### src/hdl/fic_ram.sv
// ----------------------------------------------------------------------------
// fic_ram: generic two-port RAM
// One write port and one read port, read data registered.
// ----------------------------------------------------------------------------
module fic_ram #(
  parameter int WIDTH = 8,
  parameter int DEPTH = 16
) (
  input  logic                     clk,
  input  logic                     we,
  input  logic [$clog2(DEPTH)-1:0] waddr,
  input  logic [WIDTH-1:0]         wdata,
  input  logic [$clog2(DEPTH)-1:0] raddr,
  output logic [WIDTH-1:0]         rdata
);

  logic [WIDTH-1:0] mem [DEPTH];

  always_ff @(posedge clk) begin
    if (we) begin
      mem[waddr] <= wdata;
    end
    rdata <= mem[raddr];
  end

endmodule

### config.mk
export PLATFORM = sky130hd
export DESIGN_NAME = fic_ram
export DESIGN_NICKNAME = d
export VERILOG_FILES = /design/src/hdl/fic_ram.sv
export SDC_FILE = /design/constraint.sdc
export NUM_CORES = 1
export LEC_CHECK = 0
export BUFFER_PORTS_ARGS = -buffer_cell sky130_fd_sc_hd__buf_4
export CAP_MARGIN = 30
export CELL_PAD_IN_SITES_DETAIL_PLACEMENT = 1
export CELL_PAD_IN_SITES_GLOBAL_PLACEMENT = 2
export CORE_ASPECT_RATIO = 1.25
export CORE_UTILIZATION = 40
export CTS_CLUSTER_SIZE = 8
export DETAILED_ROUTE_END_ITERATION = 8
export PLACE_DENSITY = 0.66
export SLEW_MARGIN = 15
export SYNTH_ARGS = -nofsm -noshare
export SYNTH_HDL_FRONTEND = slang
export SYNTH_SLANG_ARGS = --single-unit
### constraint.sdc
create_clock -name clk -period 2 [get_ports clk]
set_input_delay 0.3 -clock clk [delete_from_list [all_inputs] [get_ports clk]]
set_output_delay 0.3 -clock clk [all_outputs]
set_load 0.02 [all_outputs]
Yosys cells after proc, flatten, opt, wreduce, memory -nomap -nowiden
Memory sizes are Yosys's and may differ from the RTL's. A register that Yosys moved wholly into a read port is not among the register bits.
Cells that the tools add are included.
{"block": "classes", "n_mul": 0, "n_reduce_logical": 0, "n_lt_le_gt_ge": 0, "bitwise_logic": 0, "shifts": 0, "n_eq_ne": 0, "addsub": 0, "n_mux": 2, "n_div": 0}
{"op": "$mux 1", "count": 2}
{"block": "totals", "reg_bits": 0, "latch_bits": 0, "ram_bits": 128, "mem_count": 1, "elab_cells": 3, "out_inout_bits": 8, "rom_bits": 0, "in_bits": 18}
{"memory": "mem", "depth": 16, "word_bits": 8, "read_ports": 1, "rd_clocked_by_memory_dff": 1, "wr": 1, "line": "17", "source": "logic [WIDTH-1:0] mem [DEPTH];"}

Logic depth before layout (Yosys ltp)
Gate-level depths: netlist of run 1.
{"block": "depth", "depth_word": 2, "depth_mapped": 5}

Least setup slack after synthesis of run 1
Ideal clock, no wire load.
{"block": "synth_timing", "path_kind": "input -> register", "from": "in waddr[2]", "to": "mem mem[0][0], enable pin", "t_arrival_ns": 1.410, "path_stages": 2, "slack_ns": 0.207, "required_ns": 1.617, "setup_time_ns": 0.383, "cell_sequence": "or3b_2 -> nor3_1"}
{"item": "start, declared", "line": "11", "source": "input logic [$clog2(DEPTH)-1:0] waddr,"}
{"item": "end, declared", "line": "17"}
No word-level cell before the write port.

==> results_dict.tcl, run 1 <==
set metrics [dict create \
    status "completed" \
    cts-root-buf "clkbuf_16" \
    crit_chain "buf_4, buf_4, mux4_1, a22oi_1, nand2_1" \
    power_switching_mw 1.38 \
    detail-route-antenna-nets 0 \
    synthTopCellsByArea "edfxtp_1 (75%), mux4_2 (7.9%), mux4_1 (7.1%), dfxtp_1 (3.1%), a22oi_1 (2.3%)" \
    nets 303 \
    syn-instance-count 229 \
    rr_worst_depth 3 \
    path_clk_slew_ns 0.06 \
    yosysWarnings 0 \
    clock_skew_ns 0.00643 \
    internal_power_mw 5.04 \
    vias 2418 \
    cts-buffers-inserted 17 \
    setup_viol 0 \
    ir_worst_vdd_uv 439 \
    wl_per_cell_um 23.0 \
    power_density_nw_per_um2 1040 \
    path_buf_inv 2 \
    cp_slowest_cell "mux4_1" \
    drtPass1Iterations 4 \
    post_cts_buffers 0 \
    grt_pass1_vias 2717 \
    ios 26 \
    cp.depth 5 \
    worstSetupStartpointType "input port" \
    clock_path_buffers 2 \
    grt_max_degree 24 \
    fin_tns_setup_ns 0 \
    synth-seq-area-share_pct 77.8 \
    core-area_um2 12300 \
    whs_path_depth 1 \
    max_slew.worst_pin.slew_ns 0.448 \
    combPwrFrac_pct 5.3 \
    slowest_delay_ns 0.56 \
    cts_tree "yes" \
    holdBufCountCts 0 \
    grt_pass1_wl_mm 16.2 \
    rsz0062_at_grt "no" \
    critical_path_class "input port to register" \
    cts_max_level 4 \
    area_growth_syn_to_layout_pct 20.4 \
    gp_congestion 0.693 \
    viasPerCell 5.23 \
    dp_hpwl_mm 7.12 \
    start_util_pct 41.7 \
    track_usage_pct 18.4 \
    cts_sinks 136 \
    rows 45 \
    required_ns 2.30 \
    total_power_mw 6.42 \
    crit_top_cell "buf_4" \
    postSynthAreaPerCell_um2 22.5 \
    cp_top_family "buffers and inverters" \
    cp.arrival_ns 1.72 \
    finalCritPeriodShare_pct 71.4 \
    clock_latency_ns 0.41 \
    io_buffers 25 \
    max_freq_mhz 700 \
    switching_share_pct 21.4 \
    ff2ff_setup_slack_ns 0.58 \
    drt_iter0_markers 141 \
    n_antenna_cell 0 \
    p_clk_share_pct 44.7 \
    overflow 0 \
    maxSlewViolCount 0 \
    drive_gt1_share_pct 32.9 \
    finalCriticalPeriod_ns 1.43 \
    netlist_area_um2 5150 \
    hold_viol_final 0 \
    ys_ff_latch 136 \
    die_x_um 103 \
    p_leak_nw 2.10 \
    slew_headroom_pct 70.1 \
    endpoint_kind "register" \
    die-area_um2 13300 \
    hold_class "input port to register" \
    antenna_found_initial 0 \
    fp.dieH_um 129 \
    cts_resized 0 \
    netlist.area_leader.share_pct 74.7 \
    synth_area_leader_cell "edfxtp_1" \
    drc_errors 0 \
    synth_nets 247 \
    yosysUniqueCellTypes 19 \
    cp_max_fo 21 \
    wl_mm 10.6 \
    power.share.sequential_pct 50.0 \
    maxCapViolCount 0 \
]
==> power groups by stage <==
stage / Clock [mW] / Sequential (mW) / Combinational [mW]
after global routing: 3.03 / 3.21 / 0.371
after CTS: 2.94 / 3.21 / 0.352
after detailed placement: 0 / 3.27 / 0.351
after global placement: 0 / 3.26 / 0.342
after floorplan: 0 / 3.28 / 0.162
final: 2.87 / 3.21 / 0.340
==> synthesized netlist by cell type (all sizes together) <==
cell,number
nand3,1
nand3b,2
a22oi,16
mux4,32
edfxtp,128
dfxtp,8
or3b,1
nor2,13
and2,1
clkdlybuf4s25,3
nor2b,1
nand2,9
nand2b,2
and2b,1
buf,7
nor3,4
==> cell families after synthesis <==
kind of cell | after synthesis | share of synthesized area [%]
flops | 136 | 77.8
mux | 32 | 15.0
compound gates | 16 | 2.33
simple gates | 35 | 3.18
buf+inv | 10 | 1.68
==> metal layers <==
metal / global-route usage (%) / wire, um
met3: 4.73 / 333
met1: 21.3 / 4230
met5: 0 / 0
met4: 9.61 / 156
met2: 31.1 / 5900
==> per-stage QoR <==
step	area (um^2)	hold WS (ns)	setup WS (ns)	utilization [%]	cells
finish	6200	0.194	0.572	50.3	462
global route	6200	0.199	0.457	50.3	462
CTS	6200	0.182	0.542	50.3	462
detailed placement	5640	0.628	0.116	45.8	430
global placement	5640	0.615	0.130	45.8	430
floorplan	5150	0.399	0.207	-	229
==> final timing paths <==
path              from         end
max           raddr[0]    rdata[5]
max reg2reg  mem[2][1]    rdata[1]
min           wdata[0]  mem[12][0]
min reg2reg  mem[4][0]    rdata[0]
==> flip-flops by register name, indices dropped and copies added, names as in the netlist <==
signal and cells:
mem 128, rdata 8
==> final cells by class <==
type	instances	area (um^2)
tap	164	205
clock buffer	17	425
timing repair buffer	47	378
multi-input combinational	83	1060
clock inverter	15	129
sequential	136	4000
fill	1108	6130
==> placed cells by master (no fill, tap or decap) <==
| cell | count |
|---|---|
| nand2b_1 | 2 |
| inv_6 | 2 |
| buf_12 | 2 |
| clkbuf_16 | 17 |
| nand2_1 | 9 |
| and2b_1 | 1 |
| or3b_2 | 1 |
| clkinvlp_4 | 4 |
| clkinv_4 | 3 |
| bufinv_16 | 1 |
| clkinv_2 | 5 |
| nand3_1 | 1 |
| and2_1 | 1 |
| nor2b_1 | 1 |
| edfxtp_1 | 128 |
| nand3b_1 | 2 |
| nor2_1 | 13 |
| mux4_1 | 14 |
| a22oi_1 | 16 |
| nor3_1 | 4 |
| buf_4 | 45 |
| mux4_2 | 18 |
| dfxtp_1 | 8 |
(Power assumes the default switching activity.)
==> inputs of run 2 (changes only) <==
- ABC_AREA: default -> 1
- PLACE_DENSITY: 0.66 -> 0.77
- clock period: 2 -> 1.4 ns (I/O delays scaled with it)
==> results_dict.tcl, run 2 <==
set metrics [dict create \
    met1_usage_pct 26.9 \
    p_leak_nw 3.00 \
    cts_tree "yes" \
    netlist.area_leader.share_pct 66.7 \
    final_common_cell "nand2_1" \
    cts-buffers-inserted 17 \
    synth_compound_area_share_pct 0 \
    grt_busiest_layer "met2" \
    required_ns 1.19 \
    grt_pass1_wl_mm 23.1 \
    viasPerCell 4.92 \
    synth.top_cells.by_count "nand2_1 (173), edfxtp_1 (128), inv_1 (100)" \
    reg.largest.list "mem (128), rdata (8)" \
    synth_top_family_by_area "simple AND/OR/NAND/NOR gates" \
    core-area_um2 13900 \
    drt_iter0_markers 160 \
    slowest_delay_ns 0.38 \
    cts_max_level 4 \
    wl_per_cell_um 18.6 \
    crit_chain "buf_4" \
    setup_viol 0 \
    internal_power_mw 7.61 \
    synth_xor_area_share_pct 0 \
    slew_headroom_pct 77.5 \
    synth_edf_count 128 \
    overflow 0 \
    postSynthAreaPerCell_um2 10.5 \
    grt_util_met2_pct 38.7 \
    path_buf_inv 1 \
    start_util_pct 41.4 \
    fp.dieH_um 136 \
    area_growth_syn_to_layout_pct 19.2 \
    cp_slowest_cell "dfxtp_1" \
    grtUsageMet3_pct 4.17 \
    p_clk_share_pct 45.7 \
    regMostFlops "mem" \
    muxShareOfSynthArea_pct 0 \
    io_buffers 25 \
    finalCritPeriodShare_pct 84.0 \
    critical_path_class "register to primary output" \
    power.share.sequential_pct 47.5 \
    finalCriticalPeriod_ns 1.18 \
    holdBufCountCts 0 \
    synth_nets 569 \
    switching_share_pct 21.2 \
    fin_tns_setup_ns 0 \
    die_x_um 109 \
    drtPass1Iterations 4 \
    vias 3884 \
    path_clk_slew_ns 0.06 \
    yosysWarnings 0 \
    nets 619 \
    hold_viol_final 0 \
    synth-seq-area-share_pct 69.4 \
    power_density_nw_per_um2 1410 \
    synthTopCellsByArea "edfxtp_1 (67%), nand2_1 (11%), nand3_1 (8.4%), inv_1 (6.5%), dfxtp_1 (2.8%)" \
    hold_class "input port to register" \
    max_slew.worst_pin.slew_ns 0.337 \
    worstSetupStartpointType "register" \
    clock_latency_ns 0.42 \
    ys_ff_latch 136 \
    netlist_area_um2 5770 \
    maxCapViolCount 0 \
    status "completed" \
    die-area_um2 14900 \
    cp.arrival_ns 0.97 \
    cp_top_family "flip-flops" \
    n_antenna_cell 0 \
    detail-route-antenna-nets 0 \
    cts_sinks 136 \
    ir_worst_vdd_uv 701 \
    endpoint_kind "primary output" \
    yosysUniqueCellTypes 12 \
    drive_gt1_share_pct 14.2 \
    synth_area_leader_cell "edfxtp_1" \
    antenna_found_initial 0 \
    largest_reg_flops 128 \
    rows 48 \
    ys.flop_type "edfxtp_1" \
    mostFrequentLayoutCells "nand2_1 (173), edfxtp_1 (128), inv_1 (100), nand3_1 (97), buf_4 (51)" \
    post_cts_buffers 0 \
    maxSlewViolCount 0 \
    wl_mm 14.7 \
    track_usage_pct 22.2 \
    clock_skew_ns 0.00746 \
    synth_fa_ha_area_share_pct 0 \
    cts-root-buf "clkbuf_16" \
    clock_path_buffers 2 \
    total_power_mw 9.67 \
    power_switching_mw 2.05 \
    synthSimpleGateAreaFrac_pct 21.0 \
    ios 26 \
    max_freq_mhz 850 \
    dp_hpwl_mm 9.65 \
    syn-instance-count 551 \
    grt_max_degree 58 \
    combPwrFrac_pct 6.8 \
    synth.most_common_cell "nand2_1" \
    synthArstFlopShare_pct 0 \
    gp_congestion 0.754 \
    grt_pass1_vias 4137 \
    cp_max_fo 1 \
    rsz0062_at_grt "no" \
    drc_errors 0 \
    cts_resized 0 \
]
## run 2: changes by cell type after synthesis, moves of 3 or more
cell             delta
a22oi_1            -16
buf_2              +10
buf_4               +3
buf_6               +3
clkdlybuf4s25_2     -3
inv_1             +100
mux4_1             -14
mux4_2             -18
nand2_1           +164
nand3_1            +96
nor2_1              +4
nor3_1              -4
## run 2: kinds of logic (layout without fill, tap and decap cells)
group | Yosys count | in the layout
simple gates | 289 | 289
buf+inv | 126 | 189
flops | 136 | 136
## run 2: power by group through the flow
stage                     clock network, mW  logic [mW]  registers [mW]
final                                  4.42       0.656            4.59
after global routing                   4.67       0.727            4.59
after CTS                              4.52       0.673            4.59
after detailed placement                  0       0.670            4.67
after global placement                    0       0.653            4.67
after floorplan                           0       0.321            4.69
## run 2: per-stage QoR
stage	hold WS, ns	setup WS [ns]	instance area (um^2)	cells	util (%)
after CTS	0.0990	0.190	6880	789	49.4
after global routing	0.121	0.209	6880	789	49.4
after floorplan	0.309	0.239	5770	551	-
final	0.117	0.223	6880	789	49.4
after detailed placement	0.541	0.00934	6280	757	45.1
after global placement	0.545	0.0287	6280	757	45.1
## run 2: routing by layer
metal / up-vias / wire length [um]
met4: 0 / 263
met3: 15 / 344
met1: 1941 / 6380
met5: - / 0
li1: 1873 / -
met2: 55 / 7710
## run 2: area by class of cell
type / count / area (um^2)
timing repair buffer: 55 / 463
clock inverter: 8 / 92.6
tap: 175 / 219
clock buffer: 24 / 502
inverter: 102 / 383
fill: 1555 / 7060
sequential: 136 / 4000
multi-input combinational: 289 / 1210
## run 2: worst paths after layout
check	start	endpoint	slack (ns)	cells after the start
worst max register to register	mem[4][4]	rdata[4]	0.37	6
worst min-delay path	raddr[3]	rdata[1]	0.12	3
worst min register to register	mem[6][7]	rdata[7]	0.66	6
worst max-delay path	rdata[0]	rdata[0]	0.22	1
==> inputs of run 3 (changes only) <==
- clock period: 1.4 -> 1.1 ns (I/O delays scaled with it)
==> results_dict.tcl, run 3 (synthesis results as in run 2) <==
set metrics [dict create \
    endpoint_kind "primary output" \
    viasPerCell 4.93 \
    hold_viol_final 0 \
    drc_errors 0 \
    finalCriticalPeriod_ns 1.07 \
    path_clk_slew_ns 0.05 \
    io_buffers 25 \
    slew_headroom_pct 79.2 \
    regMostFlops "mem" \
    drtPass1Iterations 4 \
    cts_sinks 136 \
    ios 26 \
    grt_pass1_vias 4098 \
    die_x_um 109 \
    dp_hpwl_mm 10.1 \
    p_leak_nw 3.07 \
    maxSlewViolCount 0 \
    clock_latency_ns 0.42 \
    stdcell_count 794 \
    cp_slowest_cell "dfxtp_2" \
    cp_max_fo 1 \
    place_ws_ns -0.226 \
    cts-buffers-inserted 17 \
    cts_tree "yes" \
    core-area_um2 13900 \
    antenna_found_initial 0 \
    max_freq_mhz 939 \
    overflow 0 \
    maxCapViolCount 0 \
    finalCritPeriodShare_pct 96.9 \
    setup_viol 0 \
    slowest_delay_ns 0.36 \
    fin_tns_setup_ns 0 \
    mostFrequentLayoutCells "nand2_1 (173), edfxtp_1 (128), inv_1 (100), nand3_1 (96), buf_4 (51)" \
    ff2ff_setup_slack_ns 0.06 \
    track_usage_pct 22.8 \
    power_density_nw_per_um2 1860 \
    grt_max_degree 28 \
    detail-route-antenna-nets 0 \
    vias 3917 \
    die-area_um2 14900 \
    area_growth_syn_to_layout_pct 22.1 \
    ir_worst_vdd_uv 1210 \
    dp.cells 762 \
    reg.largest.list "mem (128), rdata (8)" \
    gp_congestion 0.794 \
    drt_iter0_markers 137 \
    rows 48 \
    max_slew.worst_pin.slew_ns 0.311 \
    stdcell_area_um2 7040 \
    crit_chain "buf_6" \
    clock_skew_ns 0.00896 \
    hold_class "input port to register" \
    placed_cell_area_um2 6370 \
    status "completed" \
    critical_path_class "register to primary output" \
    nets 624 \
    start_util_pct 41.4 \
    final_common_cell "nand2_1" \
    path_buf_inv 1 \
    setup_slack_ns 0.0345 \
    required_ns 0.94 \
    cp.arrival_ns 0.90 \
    fp.dieH_um 136 \
    drive_gt1_share_pct 15.3 \
    cts-root-buf "clkbuf_16" \
    wl_mm 15.1 \
    clock_path_buffers 2 \
    n_antenna_cell 0 \
    holdBufCountCts 0 \
    worstSetupStartpointType "register" \
    cp_top_family "flip-flops" \
    grt_pass1_wl_mm 23.5 \
    cts_max_level 4 \
    largest_reg_flops 128 \
    rsz0062_at_grt "no" \
    wl_per_cell_um 19.1 \
]
run 3: worst register-to-register path: stages (launching register included):
cell      delay [ns]
edfxtp_1        0.36
inv_1           0.07
nand2_1         0.06
nand3_1         0.10
nand3_1         0.11
nand3_1         0.15
nand2_1         0.06
run 3: layout make-up:
type | count | area (um^2)
Multi-Input combinational cell | 289 | 1220
Sequential cell | 136 | 4010
Fill cell | 1519 | 6890
Clock inverter | 14 | 229
Tap cell | 175 | 219
Clock buffer | 18 | 429
Timing Repair Buffer | 60 | 554
Inverter | 102 | 383
run 3: per-layer routing:
layer | up-vias | wire, um | GRT usage, %
met5 | - | 0 | 0
met3 | 30 | 456 | 4.07
li1 | 1884 | - | -
met1 | 1934 | 6390 | 27.5
met2 | 69 | 7890 | 39.2
met4 | 0 | 412 | 10.2
run 3: final timing paths:
kind	endpoint	cells past startpoint	from
hold reg to reg	rdata[3]	6	mem[2][3]
hold / removal	rdata[4]	3	raddr[3]
setup reg to reg	rdata[4]	6	mem[5][4]
setup / recovery	rdata[4]	1	rdata[4]
run 3: what timing repair did:
action,CTS,global route
endpoints found under the setup margin,3,2
cloned,0,0
buffers inserted,0,0
gates resized for setup,4,2
run 3: metrics by stage:
step / hold WS [ns] / util, % / power (mW)
3_3_place_gp: 0.497 / 45.7 / 6.81
3_5_place_dp: 0.493 / 45.7 / 6.83
5_1_grt: 0.0942 / 50.5 / 13.5
2_1_floorplan: 0.264 / - / 6.38
4_1_cts: 0.0570 / 50.5 / 13.2
6_report: 0.0856 / 50.5 / 13.1
run 3: where the power goes:
group | leakage, nW | switching, mW | internal (mW)
combinational | 1.53 | 0.575 | 0.312
sequential | 1.22 | 0.0412 | 5.80
clock | 0.313 | 2.14 | 4.23
