[src/hdl/fic_pkg.sv]
// ----------------------------------------------------------------------------
// fic_pkg: shared constants and types
// Widths, limits and the structs that run between the walker and the top
// level of the inversion counter.
// ----------------------------------------------------------------------------
package fic_pkg;

  // tree positions run 1..MAX_SIZE, stored at address position-1
  localparam int MAX_SIZE = 1024;
  localparam int AW       = $clog2(MAX_SIZE);
  localparam int PW       = $clog2(MAX_SIZE + 1);

  // item and register field widths
  localparam int VW = 11;
  localparam int TW = 19;
  localparam int CW = 11;

  // common width for size and value compares
  localparam int NW = (PW > VW) ? PW : VW;

  // one query walk sums at most PW counters
  localparam int SUMW = CW + PW;
  localparam int TSW  = ((TW > SUMW) ? TW : SUMW) + 1;

  localparam logic [CW-1:0] CELL_MAX   = {CW{1'b1}};
  localparam logic [TW-1:0] TOTAL_MAX  = {TW{1'b1}};
  localparam logic [VW-1:0] SIZE_RESET = VW'(1024);

  // one tree memory access request
  typedef struct packed {
    logic          we;
    logic [AW-1:0] waddr;
    logic [CW-1:0] wdata;
    logic [AW-1:0] raddr;
  } mem_req_t;

  // one result item
  typedef struct packed {
    logic [TW-1:0] inversions;
    logic          done_res;
  } result_t;

endpackage

[src/hdl/fic_walk.sv]
// ----------------------------------------------------------------------------
// fic_walk: tree walker
// Query walk, update walk and clearing pass over the count tree, plus the
// running inversion total.
// ----------------------------------------------------------------------------
module fic_walk (
  input  logic                   clk,
  input  logic                   rst_n,
  input  logic [fic_pkg::VW-1:0] size_in_use,
  input  logic                   in_valid,
  input  logic [fic_pkg::VW-1:0] in_value,
  input  logic                   in_last,
  output logic                   in_ready,
  output fic_pkg::mem_req_t      mem_req,
  input  logic [fic_pkg::CW-1:0] mem_rdata,
  output logic                   res_valid,
  output fic_pkg::result_t       res,
  input  logic                   res_ready
);
  import fic_pkg::*;

  typedef enum logic [2:0] {
    ST_CLEAR,
    ST_IDLE,
    ST_QSTART,
    ST_QWALK,
    ST_UWALK,
    ST_DONE
  } state_t;

  state_t          state_r;
  logic [PW-1:0]   idx_r;
  logic [PW-1:0]   pos_r;
  logic [PW-1:0]   n_r;
  logic [SUMW-1:0] sum_r;
  logic [TW-1:0]   total_r;
  logic            last_r;
  logic [AW-1:0]   clr_r;

  logic [NW-1:0]  size_ext;
  logic [NW-1:0]  eff_n;
  logic [NW-1:0]  val_ext;
  logic           val_ok;
  logic [NW-1:0]  pos_full;
  logic [PW-1:0]  idx_dec;
  logic [PW-1:0]  q_nxt;
  logic [PW-1:0]  q_dec;
  logic [PW-1:0]  pos_dec;
  logic [PW-1:0]  u_low;
  logic [PW:0]    u_nxt;
  logic [PW:0]    u_dec;
  logic           u_more;
  logic [CW-1:0]  cell_inc;
  logic [TSW-1:0] tot_sum;
  logic [TW-1:0]  tot_sat;

  // effective size and tree position of the incoming value
  always_comb begin
    size_ext = NW'(size_in_use);
    val_ext  = NW'(in_value);
    if (size_ext == '0) begin
      eff_n = NW'(1);
    end else if (size_ext > NW'(MAX_SIZE)) begin
      eff_n = NW'(MAX_SIZE);
    end else begin
      eff_n = size_ext;
    end
    val_ok   = (val_ext != '0) && (val_ext <= eff_n);
    pos_full = eff_n - val_ext + NW'(1);
  end

  // index arithmetic for both walks
  always_comb begin
    idx_dec  = idx_r - PW'(1);
    q_nxt    = idx_r & idx_dec;
    q_dec    = q_nxt - PW'(1);
    pos_dec  = pos_r - PW'(1);
    u_low    = idx_r & (~idx_r + PW'(1));
    u_nxt    = {1'b0, idx_r} + {1'b0, u_low};
    u_dec    = u_nxt - (PW+1)'(1);
    u_more   = u_nxt <= {1'b0, n_r};
    cell_inc = (mem_rdata == CELL_MAX) ? mem_rdata : mem_rdata + CW'(1);
  end

  // saturating running total
  always_comb begin
    tot_sum = TSW'(total_r) + TSW'(sum_r);
    tot_sat = (tot_sum > TSW'(TOTAL_MAX)) ? TOTAL_MAX : tot_sum[TW-1:0];
  end

  // memory requests follow the state; read addresses go out ahead of use, since the RAM registers its read data
  always_comb begin
    mem_req = '{we: 1'b0, waddr: '0, wdata: '0, raddr: idx_dec[AW-1:0]};
    unique case (state_r)
      ST_CLEAR: begin
        mem_req.we    = 1'b1;
        mem_req.waddr = clr_r;
      end
      ST_QWALK: begin
        mem_req.raddr = (q_nxt != '0) ? q_dec[AW-1:0] : pos_dec[AW-1:0];
      end
      ST_UWALK: begin
        mem_req.we    = 1'b1;
        mem_req.waddr = idx_dec[AW-1:0];
        mem_req.wdata = cell_inc;
        // a step past the top of the tree would wrap onto the write; read entry zero
        mem_req.raddr = u_nxt[PW] ? '0 : u_dec[AW-1:0];
      end
      default: ;
    endcase
  end

  assign in_ready       = (state_r == ST_IDLE);
  assign res_valid      = (state_r == ST_DONE);
  assign res.inversions = tot_sat;
  assign res.done_res   = last_r;

  // sequencer
  always_ff @(posedge clk) begin
    if (!rst_n) begin
      state_r <= ST_CLEAR;
      clr_r   <= '0;
      total_r <= '0;
    end else begin
      unique case (state_r)
        ST_CLEAR: begin
          clr_r <= clr_r + AW'(1);
          if (clr_r == AW'(MAX_SIZE - 1)) begin
            state_r <= ST_IDLE;
          end
        end
        ST_IDLE: begin
          if (in_valid) begin
            n_r     <= PW'(eff_n);
            pos_r   <= PW'(pos_full);
            idx_r   <= PW'(pos_full);
            last_r  <= in_last;
            sum_r   <= '0;
            state_r <= val_ok ? ST_QSTART : ST_DONE;
          end
        end
        ST_QSTART: begin
          state_r <= ST_QWALK;
        end
        ST_QWALK: begin
          sum_r <= sum_r + SUMW'(mem_rdata);
          if (q_nxt != '0) begin
            idx_r <= q_nxt;
          end else begin
            idx_r   <= pos_r;
            state_r <= ST_UWALK;
          end
        end
        ST_UWALK: begin
          if (u_more) begin
            idx_r <= u_nxt[PW-1:0];
          end else begin
            state_r <= ST_DONE;
          end
        end
        ST_DONE: begin
          if (res_ready) begin
            if (last_r) begin
              total_r <= '0;
              clr_r   <= '0;
              state_r <= ST_CLEAR;
            end else begin
              total_r <= tot_sat;
              state_r <= ST_IDLE;
            end
          end
        end
        default: state_r <= ST_CLEAR;
      endcase
    end
  end

endmodule

[config.mk]
export PLATFORM = sky130hd
export DESIGN_NAME = fic_walk
export DESIGN_NICKNAME = d
export VERILOG_FILES = /design/src/hdl/fic_pkg.sv /design/src/hdl/fic_walk.sv
export SDC_FILE = /design/constraint.sdc
export NUM_CORES = 1
export LEC_CHECK = 0
export BUFFER_PORTS_ARGS = -buffer_cell sky130_fd_sc_hd__buf_2
export CAP_MARGIN = 20
export CORE_UTILIZATION = 60
export CTS_CLUSTER_SIZE = 14
export DETAILED_ROUTE_END_ITERATION = 10
export GPL_ROUTABILITY_DRIVEN = 1
export GPL_TIMING_DRIVEN = 0
export PLACE_DENSITY = 0.83
export SYNTH_ARGS = -nofsm -noshare
export SYNTH_HDL_FRONTEND = slang
export SYNTH_SLANG_ARGS = --single-unit
[constraint.sdc]
create_clock -name clk -period 11.5 [get_ports clk]
set_clock_uncertainty 0.15 [all_clocks]
set_input_delay 0.575 -clock clk [delete_from_list [all_inputs] [get_ports clk]]
set_output_delay 0.575 -clock clk [all_outputs]
set_load 0.01 [all_outputs]
* After elaboration in Yosys (flattened, before gate mapping)
Index checks and enable logic that the tools add are counted.
Storage, ports and cells: output and inout port bits 54, bits in registers 88
Cells by class: multiplexer cells 27, bitwise logic cells 3, equality and inequality tests 14, $lt $le $gt $ge 4, $add $sub $neg 12, reduce and logical (&&, ||, !) cells 14
Operators with widths (count):
- 2-to-1 mux 11 bit | 7
- case mux 22 bit (2 select lines) | 1
- 2-to-1 mux 10 bit | 4
- case mux 10 bit (2 select lines) | 2
- 2-to-1 mux 19 bit | 2
- adder 11 x 1 -> 11 bit, second input constant | 3
- case mux 11 bit (3 select lines) | 1
- subtractor 10 x 1 -> 10 bit, second input constant | 3
- adder 19 x 22 -> 23 bit | 1
- > comparator 23 x 19 -> 1 bit, second input constant | 1
- adder 22 x 11 -> 22 bit | 1
- AND 11 bit | 2
- 2-to-1 mux 22 bit | 1
- case mux 11 bit (2 select lines) | 1
- nonzero test 11 bit | 2
- 2-to-1 mux 3 bit | 6
- case mux 3 bit (6 select lines) | 1
- adder 11 x 11 -> 12 bit | 1
- <= comparator 12 x 11 -> 1 bit | 1
- equality test 11 bit, second input constant | 1
- > comparator 11 bit, second input constant | 1
- <= comparator 11 bit | 1
- zero test 11 bit | 1
- NOT 11 bit | 1
- 18 further kinds | 28

* Logic depth before layout (Yosys ltp)
Gate-level depths: netlist of the first run.
depth in word-level cells 8, mapped depth 18

* Worst setup path after synthesis of the first run
Ideal clock, no wire load.
path kind register to output, from register idx_r[0], to output mem_req[6] (netlist name), data arrival time 3.916 ns, stages on the path, launching flop included 18, required time 10.775 ns, buffers on the path 2, slack 6.859 ns, cells stage by stage edfxtp_1 -> clkbuf_1 -> inv_1 -> ha_1 -> nor3b_4 -> inv_2 -> ha_1 -> or4_1 -> or3_1 -> a211oi_4 -> buf_2 -> a21oi_1 -> ha_1 -> nand2_1 -> nor3_1 -> and3_1 -> a2111oi_0 -> a21oi_1
RTL lines:
- start, declared | line fic_walk.sv:32 | logic [PW-1:0] idx_r;
- start signal, assigned | line fic_walk.sv:136 | idx_r <= PW'(pos_full);
- start signal, assigned | line fic_walk.sv:148 | idx_r <= q_nxt;
- start signal, assigned | line fic_walk.sv:150 | idx_r <= pos_r;
- end, declared | line fic_walk.sv:14 | output fic_pkg::mem_req_t mem_req,

==> metrics.txt, run 1 <==
wirelength, routed=between 20 and 25 mm; gpl congestion=0.955; Setup TNS Final=0 ns; CP Buf/Inv Count=5; Clock Tree Root=clkbuf_16; Main synth FF type=edfxtp_1; multi-input logic area=5250 sq um; Mean Syn Cell Area=between 8 and 9 sq um; FF+latch count, synth=88; Pins Over Slew Limit=0; first-pass GRT wire length=33.2 mm; core area=12,800 sq um; FMAX=approximately 170 MHz; number of I/O port buffers=between 90 and 100; EDFF count, synth=56; DRT iter0 DRCs=~890; Wirelength per Cell=around 17 microns; number of global-route vias before repair=6,750; Worst-Skew Late Latency=about 0.35 ns; Area growth, synth to finish=12.0%; crit-path cells=clkbuf_1 -> inv_1 -> ha_1 -> nor3b_4 -> inv_2 -> ha_1 -> or4_1 -> or3_1 -> a211oi_4 -> buf_2 -> a21oi_1 -> ha_1 -> nand2_1 -> nor3_1 -> and3_1 -> a2111oi_0 -> a21oi_1 -> buf_2; Reg clk slew, reported paths=0.06 ns; CP max FO=10; Clock Path Buffers=2; CP endpoint kind=output pin; die span in x=117 microns; yosys warns=0; global route overflow=0; Total Nets Final=1,171; Synth area leaders=edfxtp_1 21%, ha_1 14%, dfxtp_1 8.0%; cell area after synthesis=about 8000 sq um; Slowest Stage Delay on Critical Path=about 0.47 ns; post-CTS setup buffers=0; outcome=completed; power density cells=about 80 nW/um^2; measured slew at the worst slew-check pin=1.02 ns; Initial Util=0.623; iteration count of the initial detailed-routing pass=5; # clock sinks=between 80 and 90; vias per cell=between 6 and 7; largest net degree at the start of global routing=25; Synth Net Count=around 1,100; total CTS buffers=9; critical path startpoint=idx_r[0]; Tot Pwr=722 uW; most frequent cells in the layout=93 x buf_2, 93 x nor2_1, 88 x ha_1; Die H=117 microns; Worst slew margin=0.321; Seq/Total Area, Yosys=0.292; post-cts resize count=0; final worst path period need=5.91 ns; CP delay by family, top=simple AND/OR/NAND/NOR gates; worst hold stages=1; unrepaired setup endpoints after global routing=false; H-tree levels=3; Max IR drop VDD=0.0000667 V; FF-to-FF Start=idx_r[0]; slowest CP cell=a211oi_4; # rows=41; Critical Path Most Common Cell=ha_1; max cap viols=0; Layout fillers=1,080; CTS hold repair buffers=0; Seq. cell area=between 2000 and 2500 sq um; Antenna Cells=0; GRT Overall Usage=0.314; post-route core utilization=0.698; Async SR Flop Fraction=0; io pins=92; initial antenna violation count=0; CTS tree=done; Worst path depth=18; post-detailed-route count of antenna-violating nets=0; Leakage=approximately 3.8 nW; Syn Inst Count=940; HPWL after DPL=16.4 mm; reg2reg path depth=18; worst hold path startpoint=in_last; Worst Path Required=10.78 ns; crit start category=flip-flop; post-synth cell types=74; Hold WC Path Type=input pin to flip-flop; Worst Path Arrival=5.19 ns; CP Class=flip-flop to output pin; Yosys top cell area share=0.211; Finish-stage setup viols=0; total number of vias=7,544; area leader, netlist=edfxtp_1; share of post-route cells with drive strength above 1=0.123; Fin. Hold Viols=0; Remaining DRCs=0; Die ar.=13,700 sq um; final period utilization=0.514
==> cells by family after synthesis <==
logic type               after synthesis  share of synthesized area
AO/OA/AOI/OAI                        261                      0.229
buffers and inverters                 97                     0.0484
XOR/XNOR                              65                     0.0715
flip-flops                            88                      0.292
AND/OR/NAND/NOR                      334                      0.208
adder cells (fa/ha/maj)               91                      0.146
multiplexers                           4                    0.00519
==> power breakdown <==
part / internal (mW) / switching, mW
Sequential: 0.339 / 0.00113
Clock: 0.161 / 0.127
Combinational: 0.0390 / 0.0547
==> worst paths after layout <==
path                                     to  slack [ns]
worst max-delay path             mem_req[6]        5.59
worst max register to register     idx_r[6]        6.16
worst min-delay path                 last_r        0.25
worst min register to register  total_r[14]        0.33
==> routing by layer <==
metal / part of all wire / global-route usage / wire [microns]
met1: 0.47 / 0.455 / 9870
met2: 0.43 / 0.474 / 9030
met3: 0.079 / 0.0561 / 1650
met4: 0.018 / 0.0996 / 379
met5: 0 / 0 / 0
==> through the flow <==
stage | worst slack, ns | hold slack (ns) | instances | area [sq um]
2_1_floorplan | 6.86 | 0.290 | 940 | 7960
3_3_place_gp | 6.06 | 0.302 | 1203 | 8630
3_5_place_dp | 6.09 | 0.314 | 1203 | 8630
4_1_cts | 5.71 | 0.246 | 1219 | 8910
5_1_grt | 5.37 | 0.245 | 1219 | 8910
6_report | 5.59 | 0.253 | 1219 | 8910
==> synth_stat cells (all sizes together), types with 11 or more instances <==
library cell,instances
nor2,93
ha,88
nand2,82
a21oi,75
inv,59
edfxtp,56
o21ai,39
xor2,35
dfxtp,32
nand3,31
xnor2,30
clkbuf,28
nand2b,23
nor3,23
a211oi,21
a221o,20
and3,17
or3,14
a21o,13
o21a,12
nand4,11
==> sequential cells by signal, summed over array words and instances, names as in the netlist <==
signal   flops
sum_r       22
clr_r       10
last_r       1
n_r         11
total_r     19
pos_r       11
idx_r       11
state_r      3
==> final cells by class <==
class	instances	share of cell area
sequential	88	0.260
timing repair buffer	91	0.0511
tap	172	0.0241
inverter	60	0.0253
buffer	37	0.0180
multi-input combinational	755	0.589
clock inverter	3	0.00253
clock buffer	13	0.0293
Note: power is estimated with default switching activity, not from simulation.
==> inputs of run 2 (changes only) <==
- clock period: 11.5 -> 5.98 ns (I/O delays scaled with it)
==> run 2 against run 1 <==
Non-clock buffer count increased by 1. Utilization increased by 0.078 points. Cell count about the same. Largest cell class unchanged. Via count about the same. Highest routed layer unchanged. Critical endpoint unchanged. Critical path type unchanged. Global-route usage unchanged.
==> metrics.txt, run 2 (synthesized netlist as in run 1, its figures left out) <==
outcome=completed; Critical Path Most Common Cell=ha_1; iteration count of the initial detailed-routing pass=5 (unchanged); CP delay by family, top=simple AND/OR/NAND/NOR gates; CTS tree=done; Worst Path Required=5.53 ns (-5.25 ns); # rows=41 (unchanged); Layout fillers=1,080 (unchanged); CP Class=flip-flop to output pin; Finish-stage setup viols=0 (unchanged); io pins=92 (unchanged); Worst-Skew Late Latency=0.35 ns (about the same); Remaining DRCs=0 (unchanged); Seq. cell area=2320 sq um (unchanged); most frequent cells in the layout=93 x buf_2, 93 x nor2_1, 88 x ha_1; FF-to-FF Start=idx_r[0]; met3 Use GR=0.0556 (-0.000515); met1 Use GR=0.455 (about the same); initial antenna violation count=0 (unchanged); multi-input logic area=5250 sq um (unchanged); crit start category=flip-flop; core area=12,800 sq um (unchanged); CP Buf/Inv Count=5 (unchanged); Reg with most FFs=sum_r; Initial Util=0.623 (unchanged); Setup TNS Final=0 ns (unchanged); Wirelength per Cell=17.1 microns (-0.21%); worst hold stages=2 (+1); Worst slew margin=0.328 (+0.00728); final period utilization=0.943; Hold WC Path Type=input pin to flip-flop; max cap viols=0 (unchanged); die span in x=117 microns (unchanged); Placement Setup Slack=0.762 ns (-5.33 ns); final worst path period need=5.64 ns; # clock sinks=88 (unchanged); Slowest Stage Delay on Critical Path=0.47 ns (about the same); worst setup slack after layout=0.342 ns (-5.24 ns); total CTS buffers=9 (unchanged); reg2reg path depth=18 (unchanged); Top Usage Layer GRT=met2; post-CTS setup buffers=0 (unchanged); Max IR drop VDD=0.000128 V (+92%); HPWL after DPL=16.4 mm (unchanged); final instance area=8920 sq um (+0.11%); Die ar.=13,700 sq um (unchanged); post-route core utilization=0.699 (+0.000783); GRT Overall Usage=0.314 (unchanged); first-pass GRT wire length=33.2 mm (unchanged); Pins Over Slew Limit=0 (unchanged); number of global-route vias before repair=6,747 (-0.044%); Leakage=3.81 nW (+0.11%); Min-Delay Endpoint=n_r[10]; biggest regs=sum_r: 22 flops, total_r: 19 flops; Antenna Cells=0 (unchanged); Reg2Reg Setup Slack=0.64 ns (-5.52 ns); Area growth, synth to finish=12.1%; vias per cell=6.18 (about the same); Total Nets Final=1,172 (+0.085%); RR Endpoint=idx_r[6]; DRT iter0 DRCs=851 (-4.7%); largest net degree at the start of global routing=25 (unchanged); power density cells=156 nW/um^2 (+92%); Post-DP Area=8630 sq um (unchanged); Tot Pwr=1.39 mW (+93%); CP max FO=10 (unchanged); wirelength, routed=20.9 mm (-0.13%); slowest CP cell=a211oi_4; H-tree levels=3 (unchanged); crit-path cells=clkbuf_1 -> inv_1 -> ha_1 -> nor3b_4 -> inv_2 -> ha_1 -> or4_1 -> or3_1 -> a211oi_4 -> buf_2 -> a21oi_1 -> ha_1 -> nand2_1 -> nor3_1 -> and3_1 -> a2111oi_0 -> a21oi_1 -> buf_2; global route overflow=0 (unchanged); Clock Tree Root=clkbuf_16; Finished Layout Cells=1,220 (+0.082%); CP endpoint kind=output pin; FMAX=177 MHz; share of post-route cells with drive strength above 1=0.123 (about the same); Fin. Hold Viols=0 (unchanged); gpl congestion=0.955 (unchanged); worst hold path startpoint=size_in_use[10]; GR met2 Demand/Resource=0.474 (unchanged); unrepaired setup endpoints after global routing=false; Die H=117 microns (unchanged); Reg clk slew, reported paths=0.06 ns (about the same); dpl cells=1,203 (unchanged); worst hold slack=0.127 ns (-0.126 ns); Clock Path Buffers=2 (unchanged); Largest register FFs=22 (unchanged); measured slew at the worst slew-check pin=1.01 ns (-0.0109 ns); number of I/O port buffers=91 (unchanged); Worst Path Arrival=5.19 ns (about the same); post-detailed-route count of antenna-violating nets=0 (unchanged); total number of vias=7,543 (-0.013%)
-- run 2: changes by cell type in the layout (fill, tap and decap cells not counted) --
cell,change
dlygate4sd3_1,+1
-- run 2: per-layer routing --
layer,up-vias,part of all wire,wire length [microns]
li1,3670,-,-
met1,3516,0.47,9740
met2,328,0.43,8990
met3,29,0.085,1780
met4,0,0.019,392
met5,-,0,0
-- run 2: power breakdown --
group	switching, mW	internal, mW	total, mW	leakage (nW)
Sequential	0.00216	0.652	0.654	0.727
Combinational	0.105	0.0754	0.181	2.94
Clock	0.245	0.310	0.555	0.140
-- run 2: what timing repair did --
item,4_1_cts,5_1_grt
gates resized for setup,0,0
hold buffers,1,0
setup endpoints to repair,0,0
endpoints found under the hold margin,1,0
-- run 2: worst max path at each step --
stage	startpoint	to	depth (start not counted)
after detailed placement	idx_r[0]	idx_r[10]	18
after global routing	idx_r[0]	idx_r[6]	18
after global placement	idx_r[0]	idx_r[10]	17
final	idx_r[0]	mem_req[6]	18
after CTS	idx_r[0]	mem_req[6]	18
after floorplan	idx_r[0]	idx_r[0]	17
-- run 2: cell type report --
class,instances,area share
buffer,37,0.0179
clock buffer,13,0.0293
clock inverter,3,0.00252
inverter,60,0.0252
multi-input combinational,755,0.589
sequential,88,0.260
tap,172,0.0241
timing repair buffer,92,0.0522
